### src/design/fsa_pkg.sv
// Shared constants and status type for the fraction sum accumulator.
`timescale 1ns / 1ps

package fsa_pkg;

	localparam int NUM_W           = 32;  // term and sum numerator width
	localparam int DEN_W           = 31;  // term and sum denominator width
	localparam int MUL_W           = 32;  // shared multiplier operand width
	localparam int WIDE_W          = 2 * MUL_W;  // cross products, gcd, divider
	localparam int SHIFT_W         = $clog2(WIDE_W);
	localparam int CNT_W           = $clog2(WIDE_W + 1);
	localparam int VALUE_WIDTH_DEF = 32;

	// status of an iterative unit
	typedef struct packed {
		logic busy;
		logic done;   // one-cycle pulse, result valid in the same cycle
	} fsa_unit_sts_t;

endpackage

### src/design/fsa_mul.sv
// Shared signed 32x32 multiplier with a registered product.
`timescale 1ns / 1ps

module fsa_mul
	import fsa_pkg::*;
(
	input  logic                     clk,
	input  logic signed [MUL_W-1:0]  op_a,
	input  logic signed [MUL_W-1:0]  op_b,
	output logic signed [WIDE_W-1:0] product_s1
);

	logic signed [WIDE_W-1:0] product;

	assign product = op_a * op_b;

	always_ff @(posedge clk) begin
		product_s1 <= product;
	end

endmodule

### config.mk
export PLATFORM = sky130hd
export DESIGN_NAME = fsa_mul
export DESIGN_NICKNAME = d
export VERILOG_FILES = /design/src/design/fsa_pkg.sv /design/src/design/fsa_mul.sv
export SDC_FILE = /design/constraint.sdc
export NUM_CORES = 2
export LEC_CHECK = 0
export ABC_AREA = 1
export ABC_CLOCK_PERIOD_IN_PS = 10400
export BUFFER_PORTS_ARGS = -buffer_cell sky130_fd_sc_hd__buf_2
export CAP_MARGIN = 0
export CORE_MARGIN = 3
export CORE_UTILIZATION = 25
export DETAILED_ROUTE_END_ITERATION = 8
export PLACE_DENSITY = 0.45
export SETUP_SLACK_MARGIN = 0.3
export SLEW_MARGIN = 20
export SYNTH_ARGS = -nofsm -noshare
export SYNTH_HDL_FRONTEND = slang
export SYNTH_SLANG_ARGS = --single-unit
export TNS_END_PERCENT = 5
### constraint.sdc
create_clock -name clk -period 10.4 [get_ports clk]
set_input_delay 2.08 -clock clk [delete_from_list [all_inputs] [get_ports clk]]
set_output_delay 2.08 -clock clk [all_outputs]
set_load 0.03 [all_outputs]
# Word-level counts from Yosys, hierarchy flattened
# Index checks and enable logic that the tools add are counted.
# W data, S select, Z words.
# word_totals
register_bits,64
mem_bits_rw,0
romBits,0
n_memories,0
word_cells,2
latch_bits,0
# classes
n_eq_ne,0
n_reduce_logical,0
div_mod_pow,0
n_mul,1
bitwise_logic,0
addsub,0
n_mux,0
magnitude_cmp,0
shift,0
# ops
cell,n
$mul A32 B32 Y64,1

# Depth between registers and ports, before layout
# depth
ltp_word,1
ltp_mapped,31
mapped_depth_nobuf,30

# Least setup slack after synthesis
# OpenSTA, ideal clock, no wires.
# synth_timing
path_kind,input to register
from,input port op_a[31]
to,register product_s1[56]
arrival_ns,8.668
stages,26
setup_ns,0.114
setup_slack_ns,1.618
cell_sequence,clkbuf_1 -> nand2_1 -> inv_1 -> fa_1 -> inv_1 -> fa_1 -> inv_1 -> fa_1 -> fa_1 -> inv_1 -> fa_1 -> inv_1 -> fa_1 -> inv_1 -> fa_1 -> fa_1 -> inv_1 -> ha_1 -> a21o_1 -> nor2_1 -> nor2_1 -> or2_2 -> nor2_1 -> nand3_1 -> nand2_1 -> nand2_1
# synth_between
elab_chain_len,1
# synth_rtl
element,line,rtl
"start, declared",fsa_mul.sv:8,"input logic signed [MUL_W-1:0] op_a,"
$mul A32 B32 Y64,fsa_mul.sv:15,assign product = op_a * op_b;
via product[56],fsa_mul.sv:13,logic signed [WIDE_W-1:0] product;
"end signal, assigned",fsa_mul.sv:18,product_s1 <= product;
"end, declared",fsa_mul.sv:10,output logic signed [WIDE_W-1:0] product_s1
# The timed path passes the listed nets, and every way through them passes these cells.

# Final worst setup path
# layout_timing
from,input port op_a[7]
to,register product_s1[31]
# The elaborated chain is that of the path after synthesis.

==> impl_metrics.sql <==
INSERT INTO impl_metrics (metric_group, metric, value, unit) VALUES
('status', 'run_status', 'finished, final reports clean', ''),
('logic_synthesis', 'synth_top_cells_by_count', '1,659 x inv_1, 1,444 x nand2_1, 1,082 x fa_1', ''),
('critical_path', 'timing.critical_path.mode_cell', 'fa_1', ''),
('critical_path', 'cpMaxStageDelayCell', 'fa_1', ''),
('logic_synthesis', 'share_of_the_yosys_chip_area_belonging_to_registers', '0.0321', ''),
('critical_path', 'worst_setup_path_end_kind', 'register', ''),
('sta', 'max_freq', '0.107', 'GHz'),
('global_routing', 'grt-ovfl-total', '0', ''),
('floorplan', 'full_die_area', '0.164', 'mm^2'),
('final_layout', 'syn2layout_area_growth', '8.20', '%'),
('sta', 'timing.setup.tns', '0', 'ps'),
('sta', 'slew_violations', '0', ''),
('global_routing', 'grt_antenna_before_repair', '15', ''),
('place', 'global_placement_routability_congestion', '0.901', ''),
('final_layout', 'layout-drive-gt1-share', '0.0473', ''),
('cts', 'tritoncts_num_sinks', '64', ''),
('critical_path', 'path_class', 'in -> reg', ''),
('logic_synthesis', 'synth_top_cells_by_area', 'fa_1 54%, inv_1 16%, nand2_1 14%', ''),
('sta', 'hold_viol', '0', ''),
('critical_path', 'crit_end', 'product_s1[31]$_DFF_P_', ''),
('critical_path', 'cp_cell_sequence', 'buf_2 > buf_4 > nand2_1 > fa_1 > inv_1 > fa_1 > fa_1 > inv_1 > fa_1 > inv_1 > fa_1 > inv_1 > fa_1 > inv_1 > fa_1 > fa_1 > ha_1 > a21oi_1 > nand2_1 > nand2_1 > nand2_1 > a21oi_1 > nand2_2 > xor2_1', ''),
('sta', 'grt_setup_unrepaired', 'no', ''),
('route', 'drt-initial-drc-count', '1704', ''),
('route', 'via_cell_ratio', '4.19', ''),
('critical_path', 'cp_top_family', 'adder cells', ''),
('cts', 'post-cts-setup-buffers', '0', ''),
('global_routing', 'via_count_of_the_first_global_routing_pass', '33000', ''),
('logic_synthesis', 'yosysUniqueCellTypes', '32', ''),
('final_layout', 'layout.nets', '6382', ''),
('cts', 'cts.reportedPaths.clkPinSlew', '60', 'ps'),
('cts', 'htree_num_levels', '3', ''),
('logic_synthesis', 'syn_area', '0.0399', 'mm^2'),
('logic_synthesis', 'yosys_most_used_dff', 'dfxtp_1', ''),
('final_layout', 'final_core_utilization', '0.274', ''),
('sta', 'report.final.setup_viol', '0', ''),
('logic_synthesis', 'netlist.area_leader.share', '0.543', ''),
('critical_path', 'worstPathRequired', '10570', 'ps'),
('sta', 'slew-limit-headroom', '0.331', ''),
('floorplan', 'row_cnt', '145', ''),
('worst_hold_path', 'hold_path_class', 'in -> reg', ''),
('logic_synthesis', 'synth_edf_count', '0', ''),
('critical_path', 'worstSetupPathDepth', '24', ''),
('logic_synthesis', 'ys_seq_elements', '64', ''),
('sta', 'worstMarginPinSlew', '1000', 'ps'),
('place', 'io_buffer_count', '128', ''),
('route', 'drcViolationCount', '0', ''),
('sta', 'post-route-min-period', '9370', 'ps'),
('logic_synthesis', 'yosys.cell_count.top_type', 'inv_1', ''),
('critical_path', 'number_of_buffers_and_inverters_on_the_critical_path', '7', ''),
('floorplan', 'floorplan.initialDensity', '0.253', ''),
('global_routing', 'grt_pass1_wl', '196000', 'um'),
('place', 'dp_hpwl', '109000', 'um'),
('cts', 'cts_repair_resize_count', '0', ''),
('logic_synthesis', 'synth.avg_cell_area', '7.90', 'um^2'),
('cts', 'numCtsBuffers', '9', ''),
('global_routing', 'grt_max_degree', '33', ''),
('final_layout', 'reg_top3', 'product_s1: 64 flops', ''),
('floorplan', 'fp.dieW', '405', 'um'),
('route', 'wl_per_cell', '17.4', 'um'),
('logic_synthesis', 'yosysWarnings', '0', ''),
('logic_synthesis', 'async_flop_share', '0', ''),
('floorplan', 'placeableCoreArea', '0.157', 'mm^2'),
('logic_synthesis', 'synth_top_cell_by_area', 'fa_1', ''),
('place', 'placedInstanceArea', '0.0428', 'mm^2'),
('critical_path', 'critical_path_peak_fanout', '19', ''),
('critical_path', 'worst_setup_path_start_kind', 'input pin', ''),
('cts', 'cts-root-buf', 'clkbuf_16', ''),
('route', 'postRouteWirelength', '124000', 'um'),
('critical_path', 'critPathLaunch', 'op_a[7]', ''),
('sta', 'fin_hold_ws', '2150', 'ps'),
('critical_path', 'crit_path_max_incr_delay', '550', 'ps');
-- placed cells by master, fill, tap and decap left out, types with 11 or more instances in the layout --
cell / count
inv_1: 1659
nand2_1: 1444
fa_1: 1082
ha_1: 184
nor2_1: 139
buf_2: 128
nand3_1: 69
a21oi_1: 67
dfxtp_1: 64
buf_4: 57
xor2_1: 30
o21ai_0: 20
nand4_1: 20
nor2_2: 11
-- through the flow --
step / setup WS (ps) / cells
3_5_place_dp: 782 / 7098
4_1_cts: 1070 / 7114
2_1_floorplan: 1620 / 5046
3_3_place_gp: 727 / 7098
5_1_grt: 725 / 7114
6_report: 1030 / 7118
-- how the worst min path moves through the flow --
stage | cells past startpoint | to
3_5_place_dp | 3 | product_s1[0]$_DFF_P_
4_1_cts | 3 | product_s1[0]$_DFF_P_
3_3_place_gp | 3 | product_s1[0]$_DFF_P_
6_report | 3 | product_s1[0]$_DFF_P_
5_1_grt | 3 | product_s1[0]$_DFF_P_
2_1_floorplan | 2 | product_s1[0]$_DFF_P_
-- area by class of cell --
type	count	area (um^2)
inverter	1659	6230
clock inverter	5	81.3
sequential	64	1280
multi-input combinational	3131	31600
tap	2058	2570
timing repair buffer	186	1090
clock buffer	11	233
fill	17200	114000
antenna	4	10.0
-- cells by family after synthesis --
group                    count (synthesis)  share of synthesized area
AND/OR/NAND/NOR                       1725                      0.170
XOR/XNOR                                36                    0.00791
adder cells (fa/ha/maj)               1266                      0.601
AO/OA/AOI/OAI                          104                     0.0140
flip-flops                              64                     0.0321
buffers and inverters                 1851                      0.174
-- routing by layer --
layer | vias up | share of wire | track usage
met5 | - | 0.000057 | 0
met4 | 2 | 0.013 | 0.0184
met3 | 84 | 0.035 | 0.0124
met2 | 565 | 0.52 | 0.284
met1 | 15400 | 0.43 | 0.206
li1 | 13800 | - | -
Power is left out: the tool's default activity adds up to more than one toggle a clock period on the data nets, which glitch-free logic cannot reach.
