### config.mk
export PLATFORM = sky130hd
export DESIGN_NAME = fsa_div
export DESIGN_NICKNAME = d
export VERILOG_FILES = /design/src/design/fsa_pkg.sv /design/src/design/fsa_div.sv
export SDC_FILE = /design/constraint.sdc
export NUM_CORES = 1
export LEC_CHECK = 0
export BUFFER_PORTS_ARGS = -buffer_cell sky130_fd_sc_hd__buf_4
export CAP_MARGIN = 20
export CORE_ASPECT_RATIO = 2
export CORE_UTILIZATION = 54
export CTS_CLUSTER_DIAMETER = 120
export DETAILED_ROUTE_END_ITERATION = 16
export PLACE_DENSITY = 0.84
export SYNTH_ARGS = -nofsm -noshare
export SYNTH_HDL_FRONTEND = slang
export SYNTH_SLANG_ARGS = --single-unit
export TNS_END_PERCENT = 30
### constraint.sdc
create_clock -name clk -period 4.8 [get_ports clk]
set_input_delay 0.48 -clock clk [delete_from_list [all_inputs] [get_ports clk]]
set_output_delay 0.48 -clock clk [all_outputs]
set_load 0.03 [all_outputs]
### src/design/fsa_pkg.sv
// Shared constants and status type for the fraction sum accumulator.
`timescale 1ns / 1ps

package fsa_pkg;

	localparam int NUM_W           = 32;  // term and sum numerator width
	localparam int DEN_W           = 31;  // term and sum denominator width
	localparam int MUL_W           = 32;  // shared multiplier operand width
	localparam int WIDE_W          = 2 * MUL_W;  // cross products, gcd, divider
	localparam int SHIFT_W         = $clog2(WIDE_W);
	localparam int CNT_W           = $clog2(WIDE_W + 1);
	localparam int VALUE_WIDTH_DEF = 32;

	// status of an iterative unit
	typedef struct packed {
		logic busy;
		logic done;   // one-cycle pulse, result valid in the same cycle
	} fsa_unit_sts_t;

endpackage

### src/design/fsa_div.sv
// Restoring divider, one quotient bit per cycle; used for exact division by the gcd.
`timescale 1ns / 1ps

module fsa_div
	import fsa_pkg::*;
(
	input  logic              clk,
	input  logic              arst_n,
	input  logic              start,
	input  logic [WIDE_W-1:0] dividend,
	input  logic [WIDE_W-1:0] divisor,
	output logic [WIDE_W-1:0] quotient,
	output fsa_unit_sts_t     sts
);

	logic [WIDE_W-1:0] rem_q;
	logic [WIDE_W-1:0] quo_q;
	logic [WIDE_W-1:0] dvs_q;
	logic [CNT_W-1:0]  cnt_q;
	logic              busy_q;
	logic              done_q;
	logic [WIDE_W:0]   shifted;
	logic [WIDE_W:0]   trial;
	logic              fits;

	assign shifted = {rem_q, quo_q[WIDE_W-1]};
	assign trial   = shifted - {1'b0, dvs_q};
	assign fits    = (shifted >= {1'b0, dvs_q});

	always_ff @(posedge clk or negedge arst_n) begin
		if (!arst_n) begin
			busy_q <= 1'b0;
			done_q <= 1'b0;
			cnt_q  <= '0;
			rem_q  <= '0;
			quo_q  <= '0;
			dvs_q  <= '0;
		end else begin
			done_q <= 1'b0;
			if (start) begin
				rem_q  <= '0;
				quo_q  <= dividend;
				dvs_q  <= divisor;
				cnt_q  <= CNT_W'(WIDE_W);
				busy_q <= 1'b1;
			end else if (busy_q) begin
				if (fits) begin
					rem_q <= trial[WIDE_W-1:0];
					quo_q <= {quo_q[WIDE_W-2:0], 1'b1};
				end else begin
					rem_q <= shifted[WIDE_W-1:0];
					quo_q <= {quo_q[WIDE_W-2:0], 1'b0};
				end
				cnt_q <= cnt_q - 1'b1;
				if (cnt_q == CNT_W'(1)) begin
					busy_q <= 1'b0;
					done_q <= 1'b1;
				end
			end
		end
	end

	assign quotient = quo_q;
	assign sts.busy = busy_q;
	assign sts.done = done_q;

endmodule

**Word-level counts from Yosys, hierarchy flattened**

Cells that the tools add are included.

- Add/sub/neg operators: 2
- Reduce and logical (&&, ||, !) cells: 1
- Bitwise operators: 0
- Muxes and demuxes: 14
- Magnitude comparators: 1
- Shift-type cells: 0
- Equal/unequal tests: 1
- $mul: 0
- Divide/modulo/power cells: 0

Operators with widths:

| operator | count |
|---|---|
| 64-bit 2-to-1 mux | 5 |
| 65-bit by 64-bit >= comparator with 1-bit output | 1 |
| 64-bit subtractor | 1 |
| 7-bit 2-to-1 mux | 2 |
| 7-bit by 1-bit equality test with 1-bit output (second input constant) | 1 |
| 1-bit 2-to-1 mux | 7 |
| 7-bit by 1-bit subtractor with 7-bit output (second input constant) | 1 |
| 2-bit nonzero test | 1 |

- Bits in writable memories: 0
- Memories: 0
- Output and inout port bits: 66
- Bits in read-only memories: 0
- Flip-flop bits (word level): 201
- Logic and storage cells: 25
- Input port bits: 131
- Bits in latches: 0

**Logic depth before layout (Yosys ltp)**

- Word-level depth: 4
- Mapped depth: 16
- Gate-level depth less buffers: 14

**Worst setup path before layout**

No wires, ideal clock.

- Path kind: flip-flop to flip-flop
- Start: register quo_q[63] (netlist: quotient[63])
- End: register rem_q[52]
- Stages on the path, launching flop included: 15
- Data required time: 4701 ps
- Buffers on the path: 0
- Data arrival time: 3065 ps
- Slack: 1636 ps
- Library setup time: 99 ps
- Clock period less this slack: 3164 ps
- Cell sequence: dfrtp_1 > inv_1 > ha_1 > fa_1 > nand2b_1 > a21oi_2 > nor2_1 > o21ai_2 > a21o_1 > a32o_1 > o21ai_2 > a21oi_2 > mux2i_1 > a2111o_1 > a311oi_1

- Cells in the longest elaborated chain, start to end: 4
- Elaborated cells between the ends (all ways): 5
- Classes of those cells: add/sub: 1; order compare: 1; mux: 3

Ends and longest elaborated chain:

| what | RTL line | source |
|---|---|---|
| from (decl) | fsa_div.sv:17 | `logic [WIDE_W-1:0] quo_q;` |
| from (signal assigned) | fsa_div.sv:42 | `quo_q <= dividend;` |
| from (signal assigned) | fsa_div.sv:49 | `quo_q <= {quo_q[WIDE_W-2:0], 1'b1};` |
| from (signal assigned) | fsa_div.sv:52 | `quo_q <= {quo_q[WIDE_W-2:0], 1'b0};` |
| 64-bit subtractor / 65-bit by 64-bit >= comparator with 1-bit output (equally long branches) | fsa_div.sv:27, fsa_div.sv:28 |  |
| 64-bit 2-to-1 mux (*) | fsa_div.sv:47 | `if (fits) begin` |
| 64-bit 2-to-1 mux (*) | fsa_div.sv:46 | `end else if (busy_q) begin` |
| 64-bit 2-to-1 mux (*) | fsa_div.sv:40 | `if (start) begin` |
| to (signal assigned) | fsa_div.sv:48 | `rem_q <= trial[WIDE_W-1:0];` |
| to (signal assigned) | fsa_div.sv:51 | `rem_q <= shifted[WIDE_W-1:0];` |
| to (decl) | fsa_div.sv:16 | `logic [WIDE_W-1:0] rem_q;` |

Every way passes the cells marked *; elsewhere a longest branch is shown, timed or not. The select of a mux whose other input is x is not followed.
A chain may end at the register's enable or synchronous reset.

**Final worst setup path**

- Start: register rem_q[2]
- End: register rem_q[51]

- Cells in the longest elaborated chain, start to end: 4
- Elaborated cells between the ends (all ways): 5
- Classes of those cells: add/sub: 1; order compare: 1; mux: 3

Ends and longest elaborated chain:

| what | RTL line |
|---|---|
| 64-bit subtractor / 65-bit by 64-bit >= comparator with 1-bit output (equally long branches) | fsa_div.sv:27, fsa_div.sv:28 |
| 64-bit 2-to-1 mux (*) | fsa_div.sv:47 |
| 64-bit 2-to-1 mux (*) | fsa_div.sv:46 |
| 64-bit 2-to-1 mux (*) | fsa_div.sv:40 |

Marks and branches as above.

==> qor.txt <==
met3 WL = 1.27 mm
grt total ovfl = 0
clk_lat worst skew = 530 ps
r2r startpoint = rem_q[2]
vias in the first global route = 11941
number of DRC markers in iteration 0 = 634
worst slew pin tran = 1000 ps
fin. max-slew vios = 0
# port buffers = 196
Clk pin slew, worst setup/hold paths = 70 ps
Final HPWL DP = 25.1 mm
DR top layer = met4
Synth top area share = 38.9%
root buffer cell = clkbuf_16
Worst setup EP type = flop
CP required = 5200 ps
final worst-path cycle share = 75.5%
Initial Util = 55.4%
Netlist cell types = 70
#FFs+latches synth = 201
Leakage = 7.76 nW
max cap viols = 0
register area share after synthesis = 38.9%
Setup WS pre-CTS = 1240 ps
design area = 15000 um2
# IOs = 197
CTS H-tree depth = 1
Fillers = 1962
Layout Nets = 1852
total CTS buffers = 20
Critical Path Start = rem_q[2]
cell count after synthesis = 1532
total global-route track usage = 28.2%
arrival time at the worst endpoint = 4020 ps
Tot Pwr = 7.14 mW
Worst Skew = 32.1 ps
relative slew slack = 33.3%
mapped cell area = 12900 um2
violated checks = design-rule violations
crit path kind = reg -> reg
syn avg cell area = 8.43 um2
die width = 111 um
M1 WL = 12.2 mm
layout cells sized above 1 = 15.7%
Async S/R FF share, synth = 100%
first-pass GRT wire length = 55.9 mm
FP Rows = 79
fmax = 0.276 GHz
Post-CTS Resized = 0
met2 WL post-DR = 18.5 mm
Setup Viol. Count Final = 0
Vias/cell = 5.94
via count = 11591
DRC Markers = 2
Sequential Area = 5030 um2
Synth-to-Final Area Change = 16.3%
initial antenna violation count = 1
unrepaired setup endpoints after global routing = no
largest cells by area after synthesis = dfrtp_1, o21ai_0, ha_1
most frequent cells in the layout = buf_4, dfrtp_1, nand2_1
TritonRoute pass-1 iters = 11
startpoint types = flop
CTS Sinks = 201
Die H = 221 um
Post-CTS Setup Bufs = 0
crit path max fanout = 19
syn nets = 1730
WL/cell = 17.7 um
RePlAce Congestion = 0.975
die area = 24600 um2
multi-input logic area = 7080 um2
number of flops mapped to enable cells by yosys = 0
Post-Route WL = 34.5 mm
CTS tree = done
peak supply drop = 0.000313 V
Tmin final = 3620 ps
Area after DPL = 14400 um2
largest area contributor in the netlist = dfrtp_1
Routed Antenna Nets = 0
status = complete, but fails checks
Hold WC Path Type = in -> async
synth warn = 0
core area = 23300 um2
Post-synth top flop = dfrtp_1
Setup TNS = 0 ps
Post-CTS Hold Fix Bufs = 0
worst setup margin = 1180 ps
leading cell type in the layout, fill and taps excluded = buf_4
pin count of the biggest net entering global routing = 180
Power per Cell Area = 475 nW/um2
Longest Clk Path Bufs = 3
endpoints failing hold = 0
-- cell families (layout without fill, tap and decap cells) --
logic type / after synthesis / in the layout / share of synthesized area [%]
compound gates: 489 / 489 / 23.3
fa+ha+maj: 67 / 67 / 6.55
flops: 201 / 201 / 38.9
buf+inv: 192 / 326 / 6.22
other cells: 0 / 1 / 0
simple gates: 448 / 448 / 15.1
mux: 74 / 74 / 5.75
xor+xnor: 61 / 61 / 4.14
-- state kept, by name (all words and copies together), names as in the netlist --
signal / count
rem_q: 64
done_q: 1
cnt_q: 7
dvs_q: 64
busy_q: 1
quotient: 64
-- cell usage after synthesis (15+ instances only) --
library cell and n:
nand4_1 30, a21o_1 41, clkbuf_1 62, a211oi_1 56, xor2_1 30, xnor2_1 31
ha_1 66, o21ai_0 167, inv_1 86, o21bai_1 17, a21oi_1 131, mux2i_1 72
nor2_1 147, dfrtp_1 201, and3_1 15, nand2_1 188, buf_2 29
-- stage by stage --
stage          utilization [%]  cells  hold WS [ps]
5_1_grt                   64.4   1950           149
4_1_cts                   64.4   1949           138
3_3_place_gp              61.6   1915           493
3_5_place_dp              61.6   1915           504
2_1_floorplan                -   1532           184
6_report                  64.4   1950           107
-- power breakdown --
| group | internal, mW | switching [mW] |
|---|---|---|
| sequential | 1.97 | 0.232 |
| clock | 0.914 | 0.676 |
| combinational | 1.33 | 2.02 |
-- worst max-delay path: stages, from the launching register on --
cell and delay, ps:
dfrtp_1 400, ha_1 380, a21o_1 210, a21oi_1 260, a21oi_1 150, o31ai_2 310
a21oi_1 210, o21ai_2 230, a21oi_2 130, a21oi_4 250, buf_4 300, nand2b_1 180
nor2_1 130, a2111oi_2 350
-- layer usage --
layer | up-vias | global-route usage (%)
li1 | 5600 | -
met4 | 0 | 22.7
met3 | 176 | 3.70
met5 | - | 0
met1 | 5452 | 28.0
met2 | 363 | 52.5
-- final cells by class --
type,instances,share of cell area [%]
multi-input combinational,1139,47.1
sequential,201,33.5
timing repair buffer,206,10.5
clock buffer,29,3.96
tap,283,2.36
inverter,86,2.15
clock inverter,5,0.425
antenna,1,0.0167
-- final timing paths --
path                           endpoint  slack [ps]  depth (start not counted)
hold reg to reg                cnt_q[6]         520                          2
setup / recovery              rem_q[51]        1180                         13
max in group asynchronous     rem_q[14]        3710                          2
hold / removal             quotient[50]         110                          1
min in group clk               dvs_q[2]         150                          3
setup reg to reg              rem_q[51]        1180                         13
(Power assumes the default switching activity.)
